--- src/rtl/npcs_pkg.sv ---
// Shared constants, types and the reset palette table of the nearest palette color search.
`default_nettype none

package npcs_pkg;

   // Storage sizes.
   localparam int PALETTE_ENTRIES = 256;
   localparam int SUBSET_ENTRIES  = 16;
   localparam int ROTATE_LENGTH   = 16;

   // Field widths.
   localparam int FUNC_W  = 3;
   localparam int SLOT_W  = 8;
   localparam int CH_W    = 8;
   localparam int COLOR_W = 3 * CH_W;
   localparam int DIST_W  = 10;

   // Derived widths and spans.
   localparam int PAL_IW   = (PALETTE_ENTRIES > 1) ? $clog2(PALETTE_ENTRIES) : 1;
   localparam int SUB_IW   = (SUBSET_ENTRIES > 1) ? $clog2(SUBSET_ENTRIES) : 1;
   localparam int SCAN_LEN = (PALETTE_ENTRIES > SUBSET_ENTRIES) ? PALETTE_ENTRIES
                                                                : SUBSET_ENTRIES;
   localparam int SCAN_W   = $clog2(SCAN_LEN);
   localparam int ROT_SPAN = (ROTATE_LENGTH < SUBSET_ENTRIES) ? ROTATE_LENGTH
                                                              : SUBSET_ENTRIES;

   // A distance must be strictly below this limit to count as a match.
   localparam logic [DIST_W-1:0] DIST_LIMIT = DIST_W'(765);
   localparam int                CUBE_STEP  = 51;

   typedef enum logic [FUNC_W-1:0] {
      FUNC_WRITE_PALETTE  = 3'd0,
      FUNC_WRITE_SUBSET   = 3'd1,
      FUNC_SEARCH_PALETTE = 3'd2,
      FUNC_SEARCH_SUBSET  = 3'd3,
      FUNC_ROTATE_SUBSET  = 3'd4
   } func_type;

   // Commands from the controller to the datapath.
   typedef struct packed {
      logic              pal_write;
      logic              sub_write;
      logic              rotate;
      logic              search_start;
      logic              subset_mode;
      logic              read_en;
      logic [SCAN_W-1:0] read_index;
   } dp_cmd_type;

   typedef logic [PALETTE_ENTRIES-1:0][COLOR_W-1:0] palette_table_type;

   // Power-up palette: black, near black, then the 6x6x5 color cube with blue
   // running fastest. Everything past the cube is black.
   function automatic palette_table_type palette_reset_table();
      palette_table_type tbl;
      int                idx;
      tbl = '0;
      idx = 2;
      if (PALETTE_ENTRIES > 1) begin
         tbl[1] = COLOR_W'(24'h010101);
      end
      for (int r = 0; r < 6; r++) begin
         for (int g = 0; g < 6; g++) begin
            for (int b = 1; b < 6; b++) begin
               if (idx < PALETTE_ENTRIES) begin
                  tbl[idx] = {CH_W'(r * CUBE_STEP), CH_W'(g * CUBE_STEP),
                              CH_W'(b * CUBE_STEP)};
               end
               idx++;
            end
         end
      end
      return tbl;
   endfunction

   localparam palette_table_type PALETTE_RESET = palette_reset_table();

endpackage

`default_nettype wire

--- src/rtl/npcs_ctrl.sv ---
// Controller state machine of the nearest palette color search.
`default_nettype none

module npcs_ctrl (
   input  wire logic                           clock,
   input  wire logic                           reset,
   input  wire logic                           start,
   input  wire logic [npcs_pkg::FUNC_W-1:0]    req_func,
   output logic                                busy,
   output logic                                rsp_valid,
   output npcs_pkg::dp_cmd_type                cmd
);

   typedef enum logic [4:0] {
      ST_IDLE    = 5'b00001,
      ST_SCAN    = 5'b00010,
      ST_DRAIN_A = 5'b00100,
      ST_DRAIN_B = 5'b01000,
      ST_REPLY   = 5'b10000
   } state_type;

   state_type                       state_ff, state_in;
   logic [npcs_pkg::SCAN_W-1:0]     cnt_ff, cnt_in;
   logic                            mode_ff, mode_in;
   logic                            accept;
   logic                            last;

   assign busy      = (state_ff != ST_IDLE);
   assign accept    = start && !busy;
   assign rsp_valid = (state_ff == ST_REPLY);

   // Last scan position depends on which table is searched.
   assign last = mode_ff ? (cnt_ff == npcs_pkg::SCAN_W'(npcs_pkg::SUBSET_ENTRIES - 1))
                         : (cnt_ff == npcs_pkg::SCAN_W'(npcs_pkg::PALETTE_ENTRIES - 1));

   always_comb begin
      state_in         = state_ff;
      cnt_in           = cnt_ff;
      mode_in          = mode_ff;
      cmd              = '0;
      cmd.subset_mode  = mode_ff;
      cmd.read_index   = cnt_ff;
      unique case (state_ff)
         ST_IDLE: begin
            if (accept) begin
               unique case (req_func)
                  npcs_pkg::FUNC_WRITE_PALETTE: begin
                     cmd.pal_write = 1'b1;
                  end
                  npcs_pkg::FUNC_WRITE_SUBSET: begin
                     cmd.sub_write = 1'b1;
                  end
                  npcs_pkg::FUNC_SEARCH_PALETTE: begin
                     cmd.search_start = 1'b1;
                     mode_in          = 1'b0;
                     cnt_in           = '0;
                     state_in         = ST_SCAN;
                  end
                  npcs_pkg::FUNC_SEARCH_SUBSET: begin
                     cmd.search_start = 1'b1;
                     mode_in          = 1'b1;
                     cnt_in           = '0;
                     state_in         = ST_SCAN;
                  end
                  npcs_pkg::FUNC_ROTATE_SUBSET: begin
                     cmd.rotate = 1'b1;
                  end
                  default: begin
                  end
               endcase
            end
         end
         ST_SCAN: begin
            cmd.read_en = 1'b1;
            if (last) begin
               state_in = ST_DRAIN_A;
            end else begin
               cnt_in = cnt_ff + 1'b1;
            end
         end
         ST_DRAIN_A: begin
            state_in = ST_DRAIN_B;
         end
         ST_DRAIN_B: begin
            state_in = ST_REPLY;
         end
         ST_REPLY: begin
            state_in = ST_IDLE;
         end
         default: begin
            state_in = ST_IDLE;
         end
      endcase
   end

   always_ff @(posedge clock) begin
      if (reset) begin
         state_ff <= ST_IDLE;
         cnt_ff   <= '0;
         mode_ff  <= 1'b0;
      end else begin
         state_ff <= state_in;
         cnt_ff   <= cnt_in;
         mode_ff  <= mode_in;
      end
   end

   a_reply_frees: assert property (@(posedge clock) disable iff (reset)
      rsp_valid |=> !busy)
      else $error("block still busy after its reply");

   a_search_busy: assert property (@(posedge clock) disable iff (reset)
      cmd.search_start |=> (busy && !rsp_valid))
      else $error("search did not enter the scan");

   a_reply_after_drain: assert property (@(posedge clock) disable iff (reset)
      rsp_valid |-> $past(state_ff == ST_DRAIN_B))
      else $error("reply not preceded by pipeline drain");

endmodule

`default_nettype wire

--- config.mk ---
export PLATFORM = sky130hd
export DESIGN_NAME = npcs_ctrl
export DESIGN_NICKNAME = d
export VERILOG_FILES = /design/src/rtl/npcs_pkg.sv /design/src/rtl/npcs_ctrl.sv
export SDC_FILE = /design/constraint.sdc
export NUM_CORES = 1
export LEC_CHECK = 0
export BUFFER_PORTS_ARGS = -buffer_cell sky130_fd_sc_hd__buf_2
export CAP_MARGIN = 20
export CORE_ASPECT_RATIO = 1.2
export CORE_UTILIZATION = 35
export CTS_BUF_LIST = sky130_fd_sc_hd__clkbuf_8
export CTS_CLUSTER_SIZE = 25
export DETAILED_ROUTE_END_ITERATION = 8
export PLACE_DENSITY_LB_ADDON = 0.2
export SLEW_MARGIN = 20
export SYNTH_ARGS = -nofsm -noshare
export SYNTH_HDL_FRONTEND = slang
export SYNTH_SLANG_ARGS = --single-unit
--- constraint.sdc ---
create_clock -name clock -period 4.05 [get_ports clock]
set_clock_uncertainty 0.2 [all_clocks]
set_input_delay 1.0125 -clock clock [delete_from_list [all_inputs] [get_ports clock]]
set_output_delay 1.0125 -clock clock [all_outputs]
set_load 0.005 [all_outputs]
Word level (Yosys, flattened, before mapping)
Index checks and enable logic that the tools add are counted.
{ "totals": {"word_cells": 46, "regBits": 14} }
{ "classes": {"reduce_logical": 9, "mux": 17, "n_addsub": 1, "eq_ne": 16} }
{ "op_table": {"columns": ["cell", "n"], "rows": [
  ["8-bit 2-to-1 mux", 3],
  ["5-bit one-hot mux with 4 select lines", 1],
  ["8-bit one-hot mux with 2 select lines", 1],
  ["5-bit 2-to-1 mux", 3],
  ["8-bit by 1-bit adder with 8-bit output, second input constant", 1],
  ["8-bit by 4-bit equality test with 1-bit output, second input constant", 1],
  ["8-bit equality test, second input constant", 1],
  ["4-bit 2-to-1 mux", 2],
  ["2-bit inequality test, second input constant", 4],
  ["3-bit by 2-bit equality test with 1-bit output, second input constant", 2],
  ["1-bit 2-to-1 mux", 6],
  ["3-bit AND reduction", 2],
  ["5-bit by 1-bit equality test with 1-bit output, second input constant", 1],
  ["5-bit by 2-bit equality test with 1-bit output, second input constant", 1],
  ["5-bit by 3-bit equality test with 1-bit output, second input constant", 1],
  ["5-bit by 4-bit equality test with 1-bit output, second input constant", 1],
  ["5-bit equality test, second input constant", 1],
  ["5-bit by 1-bit inequality test with 1-bit output, second input constant", 1],
  ["4-bit AND reduction", 1],
  ["2-bit nonzero test", 2],
  ["3-bit by 1-bit equality test with 1-bit output, second input constant", 1],
  ["3-bit equality test, second input constant", 1],
  ["3-bit logical NOT", 1],
  ["1-bit one-hot mux with 2 select lines", 1],
  ["other kinds (3)", 3]
]} }

Depth between registers and ports, before layout
{ "logic_depth": {"word_depth": 5, "ltp_mapped": 6, "ltp_nobuf": 6} }

Least setup slack after synthesis
Ideal clock, no wire load.
{ "synth_path": {"path_type": "register -> output", "startpoint": "register state_ff[1]", "endpoint": "output cmd[12] (netlist bit)", "slack_ps": 1068, "n_path_buf": 0, "arrival_ps": 1770, "stages_incl_launch_ff": 5, "required_time_ps": 2838, "cell_sequence": "dfxtp_1 or4b_4 or2_4 or3b_4 nor3b_1"} }
{ "synth_rtl": {"columns": ["element", "line", "text"], "rows": [
  ["from (decl)", "npcs_ctrl.sv:22", "state_type state_ff, state_in;"],
  ["from (signal assigned)", "npcs_ctrl.sv:102", "state_ff <= state_in;"],
  ["to (decl)", "npcs_ctrl.sv:11", "output npcs_pkg::dp_cmd_type cmd"]
]} }

==> impl_metrics.yaml <==
critical_path:
  critPathBufInv: 1
  cp_slowest_cell: "or4b_4"
  path_class: "reg -> out"
  crit_chain: "or4b_4, or2_4, or3b_4, nor3b_1, buf_2"
  crit_required_ns: 2.84
  critPathCaptureType: "output pin"
  cpPeakStageDelay_ns: 0.57
  path_delay_family: "simple AND/OR/NAND/NOR gates"
  startpoint_type: "register"
  arrival_ns: 2.18
  cp_max_fo: 7
synthesis:
  syn_avg_cell_area_um2: 8.829
  synth-edff-count: 0
  synthTopCellsByArea: "dfxtp_1, nor2_1, nor3b_1, o32ai_4, a211o_1"
  netlist.area_leader.share: 0.3567
  synth_seq_area_share: 0.3567
  syn_inst: 89
  yosysUniqueCellTypes: 35
  synth_top_area_cell: "dfxtp_1"
  syn-num-nets: 96
  syn_area_um2: 785.8
  synth_ff_type: "dfxtp_1"
  ys.warnings.count: 0
  ys_ff_latch: 14
  synth-async-reset-ratio: 0
drt:
  vias_per_cell: 5.291
  drtAntennaViolNets: 0
  vias: 746
  wl_um: 1787
  top_layer: "met4"
  post-route-drc-count: 0
  met1_length_um: 858
  drtIter0Drc: 10
  met2WireLength_um: 867
  wl_met3_um: 45
  avgRoutedWirePerCell_um: 12.67
  dr.pass1.iters: 4
power:
  p_leak_nw: 0.4523
  powerDensity_nw_per_um2: 324.9
  ir_drop_uv: 141.2
timing:
  fin_setup_tns_ns: 0
  rsz0062_at_grt: "no"
  slew_headroom: 0.6281
  period_minus_slack_ns: 3.396
  fmax_ghz: 0.2945
  hold_viol: 0
  worst_pin_slew_ns: 0.5532
  min_period_over_period: 0.8385
  setup_viol: 0
  drv_slew: 0
place:
  place_area_um2: 909.6
  dpl.hpwl_um: 1304
  portBuffers: 21
  gp_congestion: 0.7547
finish:
  final_area_um2: 964.7
  layout.nets: 119
  areaGrowthSynthToFinish_pct: 22.77
  antennaDiodeCount: 0
  drive_gt1_frac: 0.2883
  final_cell_mix: "buf_2, dfxtp_1, nor2_1"
  nFillCells: 223
  layout_commonest_cell: "buf_2"
worst_hold_path:
  hold_class: "reg -> reg"
clock_tree:
  numCtsBuffers: 3
  clockBufferDepth: 2
  htreeDepth: 1
  cts_resized: 0
  clock_latency_ns: 0.25
  cts_hold_buf: 0
  cts_tree: "built"
  clk_pin_slew_ns: 0.06
  cts_root_buffer: "clkbuf_8"
  cts.sinks: 14
  post_cts.repair.setup_buffers: 0
floorplan:
  die_y_um: 53.91
  core_area_um2: 2095
  num_io_pins: 22
  rows: 18
  start_util: 0.3751
  die_x_um: 45.26
  die-area_um2: 2439
grt:
  grt_first_pass_wirelength_um: 2739
  track_usage: 0.1589
  grt_overflow: 0
  grt_start_max_net_pins: 9
  grt_pass1_vias: 657
  antenna_found_initial: 0
outcome:
  status: "finished, final reports clean"
job:
  maxCapViolCount: 0
power breakdown:
| part | internal (mW) | switching (mW) |
|---|---|---|
| clock network | 0.0862 | 0.0534 |
| logic | 0.0149 | 0.0162 |
| registers | 0.140 | 0.00281 |
| total | 0.241 | 0.0724 |
kinds of logic after synthesis:
| kind of cell | Yosys count | share of synthesized area |
|---|---|---|
| muxes | 1 | 0.01274 |
| buffers and inverters | 6 | 0.03821 |
| adders and majority gates | 1 | 0.01592 |
| and+or+nand+nor | 44 | 0.3471 |
| DFF | 14 | 0.3567 |
| AOI/OAI and AO/OA | 21 | 0.2070 |
| xor gates and xnor gates | 2 | 0.02230 |
sequential cells by signal, summed over array words and instances (netlist names):
| name | count |
|---|---|
| state_ff | 5 |
| mode_ff | 1 |
| cnt_ff | 8 |
path summary, 6_finish.rpt:
| check | cells past startpoint | slack, ns | endpoint | startpoint |
|---|---|---|---|---|
| setup / recovery | 5 | 0.65 | cmd[12] | state_ff[1] |
| hold / removal | 1 | 0.35 | state_ff[4] | state_ff[2] |
| setup reg to reg | 5 | 1.81 | cnt_ff[3] | cnt_ff[5] |
| hold reg to reg | 1 | 0.35 | state_ff[4] | state_ff[2] |
area by class of cell:
cell class / count / area (um^2) / area share
repair buffers: 21 / 105.1 / 0.1089
inverters: 3 / 11.26 / 0.01167
well taps: 30 / 37.54 / 0.03891
flip-flops and latches: 14 / 280.3 / 0.2905
multi-input cells: 69 / 475.5 / 0.4929
clock buffers: 4 / 55.05 / 0.05707
stage by stage:
| stage | setup WS [ns] | std cells | utilization | hold WS, ns | power (mW) |
|---|---|---|---|---|---|
| after floorplan | 1.068 | 89 | - | 0.2979 | 0.1665 |
| after global placement | 0.9851 | 137 | 0.4343 | 0.3280 | 0.1758 |
| after detailed placement | 0.9545 | 137 | 0.4343 | 0.3388 | 0.1764 |
| after CTS | 0.6674 | 141 | 0.4606 | 0.3471 | 0.3161 |
| after global routing | 0.5648 | 141 | 0.4606 | 0.3682 | 0.3260 |
| final | 0.6542 | 141 | 0.4606 | 0.3503 | 0.3134 |
cells in the mapped netlist, types with 3 or more instances:
cell type,n
a211o_1,3
a21oi_1,4
and3_1,4
dfxtp_1,14
inv_1,3
nand2_1,5
nand3_1,4
nor2_1,8
nor3_1,5
nor3b_1,4
o21ai_0,5
metal layers:
metal	vias up	GRT usage
met1	352	0.1935
met5	-	0
met2	11	0.2512
met3	2	0.03020
li1	381	-
met4	0	0.1061
worst reg2reg max path: stages, from the launching register on:
cell	delay, ns
dfxtp_1	0.37
or4b_1	0.59
o32ai_4	0.23
a21oi_1	0.18
nor3_2	0.41
a22o_1	0.21
No activity file was read; power rests on OpenSTA's default activity.
